[src/rtl/grain_pkg.sv]
// grain_pkg: shared types and constants for the grain v1 keystream generator
// used by grain_core, grain_ctrl and the top level; no dependencies
package grain_pkg;

    localparam int REG_BITS  = 80;
    localparam int IV_BITS   = 64;
    localparam int KEY_LO_W  = 64;
    localparam int KEY_HI_W  = 16;
    localparam int CNT_W     = 7;
    localparam int BYTE_W    = 8;
    localparam int IDX_W     = 6;

    localparam logic [CNT_W-1:0] MAX_BYTES      = 7'd64;
    localparam logic [CNT_W-1:0] BYTE_COUNT_RST = 7'd10;

    // register indexes on the configuration port
    localparam logic [1:0] REG_KEY_LOW    = 2'd0;
    localparam logic [1:0] REG_KEY_HIGH   = 2'd1;
    localparam logic [1:0] REG_BYTE_COUNT = 2'd2;

    typedef enum logic [1:0] {
        ST_IDLE,
        ST_INIT,
        ST_GEN
    } state_t;

    // control from the sequencer to the shift registers
    typedef struct packed {
        logic load;
        logic advance;
        logic init_fb;
    } core_ctl_t;

endpackage

[src/rtl/grain_v1_keystream_generator_core.sv]
// grain_v1_keystream_generator_core: top level with apb key and count registers
// depends on grain_pkg, grain_core and grain_ctrl
//
// channel   ports                               direction  width
// input     s_valid s_ready s_iv                in         64
// result    m_valid m_ready m_keystream_byte    out        8 + 1
//           m_last
// config    psel penable pwrite paddr pwdata    apb        64
//           prdata pready
//
// a request is loaded from s_iv, then runs the init rounds, and then packs the keystream
// into bytes of 8 bits; the single shift register pair makes one bit per cycle, held when
// a finished byte finds the output register full. reset is synchronous and active low and
// clears control state, the key and the byte count (to 10). a stalled result holds
// the generator only when the next byte is complete and the output register is full.
module grain_v1_keystream_generator_core
    import grain_pkg::*;
#(
    parameter int INIT_ROUNDS = 160
)
(
    input  logic               aclk,
    input  logic               aresetn,
    input  logic               s_valid,
    output logic               s_ready,
    input  logic [IV_BITS-1:0] s_iv,
    output logic               m_valid,
    input  logic               m_ready,
    output logic [BYTE_W-1:0]  m_keystream_byte,
    output logic               m_last,
    input  logic               psel,
    input  logic               penable,
    input  logic               pwrite,
    input  logic [4:0]         paddr,
    input  logic [63:0]        pwdata,
    output logic [63:0]        prdata,
    output logic               pready
);

    logic [KEY_LO_W-1:0] key_low_reg;
    logic [KEY_HI_W-1:0] key_high_reg;
    logic [CNT_W-1:0]    byte_count_reg;
    logic [1:0]          reg_idx;
    logic                wr_en;
    logic                z;
    core_ctl_t           ctl;

    assign pready  = 1'b1;
    assign reg_idx = paddr[4:3];
    assign wr_en   = psel && penable && pwrite;

    always_ff @(posedge aclk) begin
        if (!aresetn) begin
            key_low_reg    <= '0;
            key_high_reg   <= '0;
            byte_count_reg <= BYTE_COUNT_RST;
        end else if (wr_en) begin
            case (reg_idx)
                REG_KEY_LOW:    key_low_reg    <= pwdata;
                REG_KEY_HIGH:   key_high_reg   <= pwdata[KEY_HI_W-1:0];
                REG_BYTE_COUNT: byte_count_reg <= pwdata[CNT_W-1:0];
                default: ;
            endcase
        end
    end

    always_comb begin
        case (reg_idx)
            REG_KEY_LOW:    prdata = key_low_reg;
            REG_KEY_HIGH:   prdata = {48'd0, key_high_reg};
            REG_BYTE_COUNT: prdata = {57'd0, byte_count_reg};
            default:        prdata = '0;
        endcase
    end

    grain_core u_core (
        .aclk (aclk),
        .ctl  (ctl),
        .key  ({key_high_reg, key_low_reg}),
        .iv   (s_iv),
        .z    (z)
    );

    grain_ctrl #(
        .INIT_ROUNDS (INIT_ROUNDS)
    ) u_ctrl (
        .aclk             (aclk),
        .aresetn          (aresetn),
        .s_valid          (s_valid),
        .s_ready          (s_ready),
        .byte_count       (byte_count_reg),
        .z                (z),
        .ctl              (ctl),
        .m_valid          (m_valid),
        .m_ready          (m_ready),
        .m_keystream_byte (m_keystream_byte),
        .m_last           (m_last)
    );

endmodule

[src/rtl/grain_core.sv]
// grain_core: the 80-bit nonlinear and linear shift registers, one clock per cycle while advance is set
// depends on grain_pkg for widths and the control struct
module grain_core
    import grain_pkg::*;
(
    input  logic                  aclk,
    input  core_ctl_t             ctl,
    input  logic [REG_BITS-1:0]   key,
    input  logic [IV_BITS-1:0]    iv,
    output logic                  z
);

    logic [REG_BITS-1:0] nfsr_reg, nfsr_next;
    logic [REG_BITS-1:0] lfsr_reg, lfsr_next;
    logic                nf, lf;
    logic                x0, x1, x2, x3, x4;

    assign x0 = lfsr_reg[3];
    assign x1 = lfsr_reg[25];
    assign x2 = lfsr_reg[46];
    assign x3 = lfsr_reg[64];
    assign x4 = nfsr_reg[63];

    always_comb begin
        z = nfsr_reg[1] ^ nfsr_reg[2] ^ nfsr_reg[4] ^ nfsr_reg[10] ^ nfsr_reg[31]
            ^ nfsr_reg[43] ^ nfsr_reg[56]
            ^ x1 ^ x4 ^ (x0 & x3) ^ (x2 & x3) ^ (x3 & x4)
            ^ (x0 & x1 & x2) ^ (x0 & x2 & x3) ^ (x0 & x2 & x4)
            ^ (x1 & x2 & x4) ^ (x2 & x3 & x4);

        nf = lfsr_reg[0] ^ nfsr_reg[62] ^ nfsr_reg[60] ^ nfsr_reg[52] ^ nfsr_reg[45]
            ^ nfsr_reg[37] ^ nfsr_reg[33] ^ nfsr_reg[28] ^ nfsr_reg[21] ^ nfsr_reg[14]
            ^ nfsr_reg[9] ^ nfsr_reg[0]
            ^ (nfsr_reg[63] & nfsr_reg[60]) ^ (nfsr_reg[37] & nfsr_reg[33])
            ^ (nfsr_reg[15] & nfsr_reg[9])
            ^ (nfsr_reg[60] & nfsr_reg[52] & nfsr_reg[45])
            ^ (nfsr_reg[33] & nfsr_reg[28] & nfsr_reg[21])
            ^ (nfsr_reg[63] & nfsr_reg[45] & nfsr_reg[28] & nfsr_reg[9])
            ^ (nfsr_reg[60] & nfsr_reg[52] & nfsr_reg[37] & nfsr_reg[33])
            ^ (nfsr_reg[63] & nfsr_reg[60] & nfsr_reg[21] & nfsr_reg[15])
            ^ (nfsr_reg[63] & nfsr_reg[60] & nfsr_reg[52] & nfsr_reg[45] & nfsr_reg[37])
            ^ (nfsr_reg[33] & nfsr_reg[28] & nfsr_reg[21] & nfsr_reg[15] & nfsr_reg[9])
            ^ (nfsr_reg[52] & nfsr_reg[45] & nfsr_reg[37] & nfsr_reg[33]
               & nfsr_reg[28] & nfsr_reg[21]);

        lf = lfsr_reg[62] ^ lfsr_reg[51] ^ lfsr_reg[38] ^ lfsr_reg[23]
            ^ lfsr_reg[13] ^ lfsr_reg[0];
    end

    always_comb begin
        nfsr_next = nfsr_reg;
        lfsr_next = lfsr_reg;
        if (ctl.load) begin
            nfsr_next = key;
            lfsr_next = {{(REG_BITS-IV_BITS){1'b1}}, iv};
        end else if (ctl.advance) begin
            // index 0 is the oldest bit, new bit enters at the top
            nfsr_next = {nf ^ (ctl.init_fb & z), nfsr_reg[REG_BITS-1:1]};
            lfsr_next = {lf ^ (ctl.init_fb & z), lfsr_reg[REG_BITS-1:1]};
        end
    end

    always_ff @(posedge aclk) begin
        nfsr_reg <= nfsr_next;
        lfsr_reg <= lfsr_next;
    end

endmodule

[src/rtl/grain_ctrl.sv]
// grain_ctrl: sequencer for init and keystream clocks, byte packing and output register
// depends on grain_pkg for the state type, control struct and constants
module grain_ctrl
    import grain_pkg::*;
#(
    parameter int INIT_ROUNDS = 160
)
(
    input  logic               aclk,
    input  logic               aresetn,
    input  logic               s_valid,
    output logic               s_ready,
    input  logic [CNT_W-1:0]   byte_count,
    input  logic               z,
    output core_ctl_t          ctl,
    output logic               m_valid,
    input  logic               m_ready,
    output logic [BYTE_W-1:0]  m_keystream_byte,
    output logic               m_last
);

    localparam int RND_W = $clog2(INIT_ROUNDS + 1);
    localparam logic [RND_W-1:0] RND_LAST = RND_W'(INIT_ROUNDS - 1);

    state_t              state_reg, state_next;
    logic [RND_W-1:0]    rnd_cnt_reg, rnd_cnt_next;
    logic [2:0]          bit_cnt_reg, bit_cnt_next;
    logic [IDX_W-1:0]    byte_idx_reg, byte_idx_next;
    logic [BYTE_W-1:0]   byte_sr_reg, byte_sr_next;
    logic                m_valid_reg, m_valid_next;
    logic [BYTE_W-1:0]   m_byte_reg, m_byte_next;
    logic                m_last_reg, m_last_next;
    logic [CNT_W-1:0]    byte_lim;
    logic                step, byte_done, last_byte, init_done;

    assign byte_lim  = (byte_count > MAX_BYTES) ? MAX_BYTES : byte_count;
    assign last_byte = (({1'b0, byte_idx_reg}) + 7'd1) == byte_lim;
    assign init_done = rnd_cnt_reg == RND_LAST;
    // a finished byte waits while the output register is still full
    assign step      = !((bit_cnt_reg == 3'd7) && m_valid_reg && !m_ready);
    assign byte_done = (state_reg == ST_GEN) && step && (bit_cnt_reg == 3'd7);

    always_comb begin
        state_next = state_reg;
        case (state_reg)
            ST_IDLE: begin
                if (s_valid) state_next = ST_INIT;
            end
            ST_INIT: begin
                if (init_done) state_next = (byte_lim == '0) ? ST_IDLE : ST_GEN;
            end
            ST_GEN: begin
                if (byte_done && last_byte) state_next = ST_IDLE;
            end
            default: state_next = ST_IDLE;
        endcase
    end

    always_comb begin
        s_ready     = 1'b0;
        ctl.load    = 1'b0;
        ctl.advance = 1'b0;
        ctl.init_fb = 1'b0;
        case (state_reg)
            ST_IDLE: begin
                s_ready  = 1'b1;
                ctl.load = s_valid;
            end
            ST_INIT: begin
                ctl.advance = 1'b1;
                ctl.init_fb = 1'b1;
            end
            ST_GEN: begin
                ctl.advance = step;
            end
            default: ;
        endcase
    end

    always_comb begin
        rnd_cnt_next  = rnd_cnt_reg;
        bit_cnt_next  = bit_cnt_reg;
        byte_idx_next = byte_idx_reg;
        byte_sr_next  = byte_sr_reg;
        m_valid_next  = m_valid_reg && !m_ready;
        m_byte_next   = m_byte_reg;
        m_last_next   = m_last_reg;
        if (ctl.load) begin
            rnd_cnt_next  = '0;
            bit_cnt_next  = '0;
            byte_idx_next = '0;
        end
        if (state_reg == ST_INIT) rnd_cnt_next = rnd_cnt_reg + 1'b1;
        if ((state_reg == ST_GEN) && step) begin
            // earliest bit ends up in bit 0
            byte_sr_next = {z, byte_sr_reg[BYTE_W-1:1]};
            bit_cnt_next = bit_cnt_reg + 3'd1;
        end
        if (byte_done) begin
            m_valid_next  = 1'b1;
            m_byte_next   = {z, byte_sr_reg[BYTE_W-1:1]};
            m_last_next   = last_byte;
            byte_idx_next = byte_idx_reg + 1'b1;
        end
    end

    always_ff @(posedge aclk) begin
        if (!aresetn) begin
            state_reg    <= ST_IDLE;
            rnd_cnt_reg  <= '0;
            bit_cnt_reg  <= '0;
            byte_idx_reg <= '0;
            m_valid_reg  <= 1'b0;
        end else begin
            state_reg    <= state_next;
            rnd_cnt_reg  <= rnd_cnt_next;
            bit_cnt_reg  <= bit_cnt_next;
            byte_idx_reg <= byte_idx_next;
            m_valid_reg  <= m_valid_next;
        end
    end

    always_ff @(posedge aclk) begin
        byte_sr_reg <= byte_sr_next;
        m_byte_reg  <= m_byte_next;
        m_last_reg  <= m_last_next;
    end

    assign m_valid          = m_valid_reg;
    assign m_keystream_byte = m_byte_reg;
    assign m_last           = m_last_reg;

endmodule
[config.mk]
export PLATFORM = sky130hd
export DESIGN_NAME = grain_v1_keystream_generator_core
export DESIGN_NICKNAME = d
export VERILOG_FILES = /design/src/rtl/grain_pkg.sv /design/src/rtl/grain_v1_keystream_generator_core.sv /design/src/rtl/grain_core.sv /design/src/rtl/grain_ctrl.sv
export SDC_FILE = /design/constraint.sdc
export NUM_CORES = 1
export LEC_CHECK = 0
export ABC_AREA = 1
export BUFFER_PORTS_ARGS = -buffer_cell sky130_fd_sc_hd__buf_2
export CORE_MARGIN = 2
export CORE_UTILIZATION = 40
export CTS_CLUSTER_DIAMETER = 50
export DETAILED_ROUTE_END_ITERATION = 6
export GPL_TIMING_DRIVEN = 1
export SLEW_MARGIN = 20
export SYNTH_ARGS = -nofsm -noshare
export SYNTH_HDL_FRONTEND = slang
export SYNTH_HIERARCHICAL = 1
export SYNTH_SLANG_ARGS = --single-unit
[constraint.sdc]
create_clock -name aclk -period 8.1 [get_ports aclk]
set_clock_uncertainty 0.2 [all_clocks]
set_input_delay 2.025 -clock aclk [delete_from_list [all_inputs] [get_ports aclk]]
set_output_delay 2.025 -clock aclk [all_outputs]
set_load 0.05 [all_outputs]
==> Word-level counts from Yosys, hierarchy flattened <==
Index checks and enable logic that the tools add are counted.
{ "classes": {"addsub": 4, "order_cmp": 1, "n_eq_ne": 10, "n_mux": 22, "bitwise": 81, "n_reduce_logical": 21} }
{ "ops": {"columns": ["operator", "count"], "rows": [
  ["$pmux 64 s3", 1],
  ["$mux 80", 2],
  ["$mux 64", 2],
  ["$xor 1x1->1", 45],
  ["$and 1x1->1", 36],
  ["$mux 8", 2],
  ["$mux 6", 2],
  ["$add 8x1->8 const B", 1],
  ["$eq 8x8->1 const B", 1],
  ["$logic_and 1x1->1", 8],
  ["$mux 2", 4],
  ["$reduce_bool 2->1", 4],
  ["$add 6x1->7 const B", 1],
  ["$eq 7x7->1", 1],
  ["$gt 7x7->1 const B", 1],
  ["$logic_not 7->1", 1],
  ["$mux 7", 1],
  ["$add 6x1->6 const B", 1],
  ["$mux 3", 2],
  ["$pmux 2 s3", 1],
  ["$reduce_and 2->1", 3],
  ["$eq 2x1->1 const B", 2],
  ["$eq 2x2->1 const B", 2],
  ["$logic_not 2->1", 2],
  ["other kinds (8)", 13]
]} }
{ "word_totals": {"register_bits": 284, "input_bits": 140, "output_inout_bits": 76} }

==> Logic depth before layout (Yosys ltp) <==
Gate-level depths: netlist of run 1.
{ "depth": {"ltp_word": 25, "mapped_depth": 16, "depth_no_buf": 16} }

==> Hierarchy <==
The synthesis of run 1 kept the hierarchy.
{ "modules_own_cells": {"columns": ["module", "n_inst", "cells_each", "area_per_inst_um2", "seq_area_each_um2"], "rows": [
  ["grain_core", 1, 854, 7448.4, 4644.5],
  ["grain_v1_keystream_generator_core", 1, 691, 4262.8, 1741.7],
  ["grain_ctrl", 1, 212, 1742.9, 880.8]
]} }

==> Least setup slack after synthesis of run 1 <==
OpenSTA, ideal clock, no wires.
{ "synth_timing": {"kind": "input port to flip-flop", "startpoint": "in m_ready", "endpoint": "reg u_core.lfsr_reg[0] (enable)", "setup_ns": 0.509, "arrival_time_ns": 6.103, "required_ns": 7.391, "slack_ns": 1.288, "path_stages": 10, "n_path_buf": 2, "path_cell_list": "inv_1 -> nand2_1 -> inv_1 -> nand2_1 -> nand2_1 -> a21boi_0 -> clkbuf_1 -> clkinv_1 -> clkbuf_1 -> nand2_1"} }
{ "synth_rtl": {"columns": ["element", "line_no", "rtl"], "rows": [
  ["start: declaration", "grain_v1_keystream_generator_core.sv:28", "input logic m_ready,"],
  ["end signal: assignment", "grain_core.sv:65", "lfsr_reg <= lfsr_next;"],
  ["end: declaration", "grain_core.sv:14", "logic [REG_BITS-1:0] lfsr_reg, lfsr_next;"]
]} }

==> Worst setup path in the final report of run 1 <==
{ "layout_timing": {"startpoint": "in paddr[4]", "endpoint": "out prdata[9]"} }
{ "layout_via": {"elab_chain_cells": 2, "word_cells_on_any_way": 4, "classes_between": "eq/ne (2); mux (1); reduce/logical (1)"} }
{ "layout_rtl": {"columns": ["element", "line_no", "rtl"], "rows": [
  ["start: declaration", "grain_v1_keystream_generator_core.sv:34", "input logic [4:0] paddr,"],
  ["$eq 2x2->1 (tied with other cells)", "grain_v1_keystream_generator_core.sv:68", "case (reg_idx)"],
  ["$pmux 64 s3 *", "grain_v1_keystream_generator_core.sv:68", null],
  ["end: declaration", "grain_v1_keystream_generator_core.sv:36", "output logic [63:0] prdata,"]
]} }
Every way passes the cells marked *; elsewhere a longest branch is shown, timed or not.

==> results of run 1 <==
==> how the worst max path moves through the flow <==
| stage | from | end | slack [ps] | depth (start not counted) |
|---|---|---|---|---|
| 6_report | paddr[4] | prdata[9] | 2460 | 4 |
| 5_1_grt | paddr[4] | prdata[36] | 2350 | 5 |
| 4_1_cts | paddr[4] | prdata[0] | 2280 | 6 |
| 3_5_place_dp | paddr[4] | prdata[0] | 2300 | 6 |
| 3_3_place_gp | paddr[4] | prdata[0] | 2320 | 6 |
| 2_1_floorplan | m_ready | u_core/lfsr_reg[0]$_DFFE_PP_ | 1290 | 10 |
==> layer usage <==
metal  vias up  GRT usage  routed length, µm  share of wire
li1       5834          -                  -              -
met1      5035      0.253              15400           0.48
met2       284      0.298              14400           0.45
met3        41     0.0276               1730          0.054
met4         0     0.0466                587          0.018
met5         -          0                  0              0
==> cell usage in the layout, fill, tap and decap left out, types with 4 or more instances in the layout <==
| cell | netlist | layout |
|---|---|---|
| nand2_1 | 696 | 695 |
| nor2_1 | 252 | 251 |
| buf_2 | 21 | 211 |
| inv_1 | 162 | 161 |
| edfxtp_1 | 160 | 160 |
| nand3_1 | 142 | 142 |
| dfxtp_1 | 123 | 123 |
| clkbuf_16 | 0 | 39 |
| o21ai_0 | 23 | 23 |
| a21oi_1 | 22 | 22 |
| inv_2 | 14 | 13 |
| nand2_2 | 11 | 11 |
| a22o_1 | 9 | 9 |
| buf_4 | 8 | 8 |
| nor2_2 | 8 | 7 |
| ha_1 | 7 | 7 |
| nand4_1 | 6 | 6 |
| xnor2_1 | 6 | 6 |
| nand3_2 | 5 | 5 |
| clkbuf_1 | 39 | 5 |
| clkbuf_8 | 0 | 5 |
| xor2_1 | 5 | 5 |
| nor2_4 | 2 | 4 |
| inv_6 | 0 | 4 |
| clkinvlp_4 | 0 | 4 |
| clkinv_1 | 3 | 4 |
| a211oi_1 | 4 | 4 |
==> area by class of cell <==
cell class	count	area (µm²)
antenna	1	2.50
clock buffer	49	1060
clock inverter	16	143
fill	3338	17400
inverter	180	683
multi-input combinational	1211	5150
sequential	283	7270
tap	448	561
timing repair buffer	220	1140
==> power by group through the flow <==
| stage | clock (W) | combinational, W | sequential, W |
|---|---|---|---|
| 2_1_floorplan | 0 | 0.00112 | 0.00237 |
| 3_3_place_gp | 0 | 0.00145 | 0.00238 |
| 3_5_place_dp | 0 | 0.00149 | 0.00239 |
| 4_1_cts | 0.00162 | 0.00150 | 0.00236 |
| 5_1_grt | 0.00167 | 0.00170 | 0.00241 |
| 6_report | 0.00158 | 0.00147 | 0.00236 |
==> through the flow <==
step | power (W) | area (µm²) | hold slack [ps] | cells | util
2_1_floorplan | 0.00349 | 13500 | 200 | 1757 | -
4_1_cts | 0.00548 | 16000 | 219 | 2407 | 0.479
3_3_place_gp | 0.00383 | 14800 | 200 | 2342 | 0.443
3_5_place_dp | 0.00387 | 14800 | 206 | 2342 | 0.443
5_1_grt | 0.00578 | 16000 | 234 | 2407 | 0.480
6_report | 0.00541 | 16000 | 220 | 2408 | 0.480
==> cells by family after synthesis <==
family          share of synthesized area
compound gates                     0.0271
xor+xnor                          0.00716
fa+ha+maj                         0.00651
buf+inv                            0.0789
flops                               0.540
other cells                      0.000279
simple gates                        0.340
==> worst max-delay path, cell delays in order <==
cell,delay [ps]
buf_2,140
nor2_4,620
a22o_1,330
buf_2,290
==> results.yml, run 1 <==
run_status:
  outcome: "finished, final reports clean"
global_route:
  overflow: 0
  grt_usage: 0.182
  grt_pass1_vias: 10620
  antenna_found_initial: 0
  grt_max_degree: 95
  grt_first_pass_wirelength_mm: 52.9
clock_tree:
  cts_buffer_depth: 3
  cts_max_level: 2
  root_buffer: "clkbuf_16"
  cts_tree: "done"
  cts_buffers: 37
  cts_sinks: 283
  cts.hold.buffers_added: 0
  clk-insertion-delay-late_ps: 510
  path_clk_slew_ps: 50
  cts_resized: 0
  post_cts_buffers: 0
route:
  drt-initial-drc-count: 788
  dr.pass1.iters: 7
  vias: 11194
  avgRoutedWirePerCell_um: 13.3
  route.detailed.drc: 0
  ant_nets: 0
  drt-total-wl_mm: 32.1
  via_per_inst: 4.65
timing:
  max_freq_mhz: 177
  min_period_ps: 5640
  finalMaxSlewViolations: 0
  finalSetupTns_ps: 0
  setup_viol: 0
  finalCritPeriodShare: 0.696
  finalHoldViolCount: 0
  worst_slack_ps: 2460
  tightest_slew_ps: 1070
  slew_headroom: 0.284
  rsz0062_at_grt: "false"
power_and_ir_drop:
  peakVddDrop_mv: 0.225
  combPwrFrac: 0.272
  clock_power_share: 0.292
  switching_share: 0.338
  intPower_w: 0.00358
  leakagePower_nw: 7.46
  power_per_cell_area_nw_per_um2: 338
  power_switching_w: 0.00183
  seqPwrFrac: 0.436
yosys:
  syn_area_per_cell_um2: 7.66
  yosys.area.top_type: "edfxtp_1"
  synth_edf_count: 160
  yosys_register_bits: 283
  async_flop_share: 0
  yosysTopAreaCellShare: 0.357
  syn_nets: 1904
  synth_flop_cell: "edfxtp_1"
  synth_commonest_cells: "696 x nand2_1, 252 x nor2_1, 162 x inv_1"
  synth.cell_area_um2: 13500
  synthTopCellsByArea: "edfxtp_1 36%, nand2_1 19%, dfxtp_1 18%"
  yosysWarnings: 6
  seq_area_frac_synth: 0.540
  synth_cell_types: 36
  synth.most_common_cell: "nand2_1"
  syn_inst: 1757
floorplanning:
  dieArea_um2: 35100
  fp.dieH_um: 187
  start_util: 0.403
  die_x_um: 187
  rows: 67
  coreArea_um2: 33400
  ios: 216
placement:
  gp_congestion: 0.820
  dp_hpwl_mm: 20.8
  portBuffers: 211
  dpl_worst_slack_ps: 2300
critical_path:
  endpoint_kind: "output port"
  crit_type: "in -> out"
  arrival_ps: 3410
  cp_data_required_time_ps: 5880
  reg2reg_to: "u_core/nfsr_reg[37]$_DFFE_PP_"
  ff2ff_setup_slack_ps: 4350
  reg2regPathDepth: 8
  crit_fanout: 33
  startpoint_type: "primary input"
  r2r_start: "u_ctrl/state_reg[1]$_SDFFE_PN0P_"
cells_and_area:
  drive_above_1_share: 0.166
  area_growth_pct: 18.9
  nets: 2080
min_path:
  whs_path_depth: 0
  min_from: "u_ctrl/byte_sr_reg[1]$_DFFE_PP_"
  hp-class: "reg -> reg"
  worst_hold_path.endpoint: "u_ctrl/m_keystream_byte[0]$_DFFE_PP_"
flow_run:
  max_cap_violations: 0
No activity file was read; power rests on OpenSTA's default activity.
==> run 2: changes to the inputs <==
==> constraint.sdc (replaced) <==
create_clock -name aclk -period 5.4 [get_ports aclk]
set_clock_uncertainty 0.2 [all_clocks]
set_input_delay 1.35 -clock aclk [delete_from_list [all_inputs] [get_ports aclk]]
set_output_delay 1.35 -clock aclk [all_outputs]
set_load 0.05 [all_outputs]
==> run 2 against run 1 <==
  * First-iteration DRC count shrank 19%
  * Sequential power grew 50%
  * Cell area shrank 0.12%
  * Flip-flop and latch count is the same
  * Die area is the same
  * Global-route usage shrank 0.26 points
  * Critical path type unchanged
  * Critical endpoint is now prdata[13]
  * Largest power group unchanged
==> results.yml, run 2 (synthesis results as in run 1) <==
min_path:
  min_from: "u_ctrl/byte_sr_reg[1]$_DFFE_PP_"
  worst_hold_path.endpoint: "u_ctrl/m_keystream_byte[0]$_DFFE_PP_"
  whs_path_depth: 0
  hp-class: "reg -> reg"
critical_path:
  ff2ff_setup_slack_ps: 2050
  cp_data_required_time_ps: 3850
  startpoint_type: "primary input"
  reg2regPathDepth: 8
  arrival_ps: 2730
  endpoint_kind: "output port"
  reg2reg_to: "u_core/lfsr_reg[57]$_DFFE_PP_"
  crit_type: "in -> out"
  crit_fanout: 22
  r2r_start: "u_ctrl/state_reg[1]$_SDFFE_PN0P_"
global_route:
  overflow: 0
  grt_max_degree: 93
  grt_first_pass_wirelength_mm: 51.9
  grt_pass1_vias: 10398
  grt_usage: 0.179
  antenna_found_initial: 2
route:
  ant_nets: 0
  avgRoutedWirePerCell_um: 13.1
  route.detailed.drc: 0
  dr.pass1.iters: 5
  vias: 11185
  drt-total-wl_mm: 31.6
  via_per_inst: 4.64
  drt-initial-drc-count: 638
floorplanning:
  rows: 67
  start_util: 0.403
  coreArea_um2: 33400
  fp.dieH_um: 187
  die_x_um: 187
  dieArea_um2: 35100
  ios: 216
clock_tree:
  cts_tree: "done"
  clk-insertion-delay-late_ps: 510
  cts_sinks: 283
  path_clk_slew_ps: 50
  root_buffer: "clkbuf_16"
  cts_buffers: 34
  cts_resized: 0
  cts.hold.buffers_added: 0
  cts_buffer_depth: 3
  post_cts_buffers: 0
  cts_max_level: 2
cells_and_area:
  nets: 2082
  stdcell_area_um2: 16000
  final_common_cell: "nand2_1"
  final_cell_mix: "695 x nand2_1, 252 x nor2_1, 210 x buf_2, 161 x inv_1, 160 x edfxtp_1"
  nFillCells: 3360
  fin_cells: 2408
  drive_above_1_share: 0.164
  area_growth_pct: 18.8
power_and_ir_drop:
  peakVddDrop_mv: 0.256
  power_per_cell_area_nw_per_um2: 504
  total_power_w: 0.00806
  leakagePower_nw: 7.45
placement:
  portBuffers: 211
  gp_congestion: 0.833
  dp_hpwl_mm: 20.8
  placedCellCount: 2347
  placed_cell_area_um2: 14900
timing:
  max_freq_mhz: 234
  tightest_slew_ps: 1040
  min_period_ps: 4280
  slew_headroom: 0.307
  finalCritPeriodShare: 0.792
  setup_viol: 0
  finalSetupTns_ps: 0
  rsz0062_at_grt: "false"
  finalHoldViolCount: 0
  finalMaxSlewViolations: 0
run_status:
  outcome: "finished, final reports clean"
flow_run:
  max_cap_violations: 0
==> run 2: worst max-delay path by stage <==
stage | startpoint | to | depth (start not counted)
after CTS | paddr[4] | prdata[13] | 5
after global placement | paddr[4] | prdata[13] | 5
after global routing | paddr[4] | prdata[9] | 5
after detailed placement | paddr[4] | prdata[13] | 5
final | paddr[4] | prdata[13] | 5
after floorplan | m_ready | u_core/lfsr_reg[0]$_DFFE_PP_ | 10
==> run 2: cell type report <==
class	count	area, µm²	share of cell area
multi-input cells	1211	5150	0.322
repair buffers	225	1190	0.0744
clock inverters	13	158	0.00986
flip-flops and latches	283	7270	0.455
well taps	448	561	0.0351
clock buffers	45	966	0.0604
diodes	3	7.51	0.000470
inverters	180	683	0.0427
==> run 2: critical path, cell delays in order <==
cell,delay [ps]
buf_2,140
nor2_4,340
buf_4,350
a22o_1,250
buf_2,290
==> run 2: metrics by stage <==
step           setup slack, ps  hold slack (ps)   util
2_1_floorplan              607              200      -
3_3_place_gp              1130              203  0.445
3_5_place_dp              1110              214  0.445
4_1_cts                   1110              228  0.479
5_1_grt                   1060              228  0.479
6_report                  1120              227  0.479
==> run 2: power by group <==
group / leakage, nW / switching (W) / total (W) / internal (W)
combinational: 4.36 / 0.00155 / 0.00224 / 0.000689
sequential: 2.55 / 0.000283 / 0.00354 / 0.00325
clock: 0.542 / 0.000878 / 0.00228 / 0.00140
total: 7.45 / 0.00271 / 0.00806 / 0.00535
==> run 2: metal layers <==
layer | up-vias | track usage | wire, µm
li1 | 5834 | - | -
met1 | 5016 | 0.257 | 15400
met2 | 284 | 0.279 | 13600
met3 | 51 | 0.0295 | 1910
met4 | 0 | 0.0536 | 767
met5 | - | 0 | 0
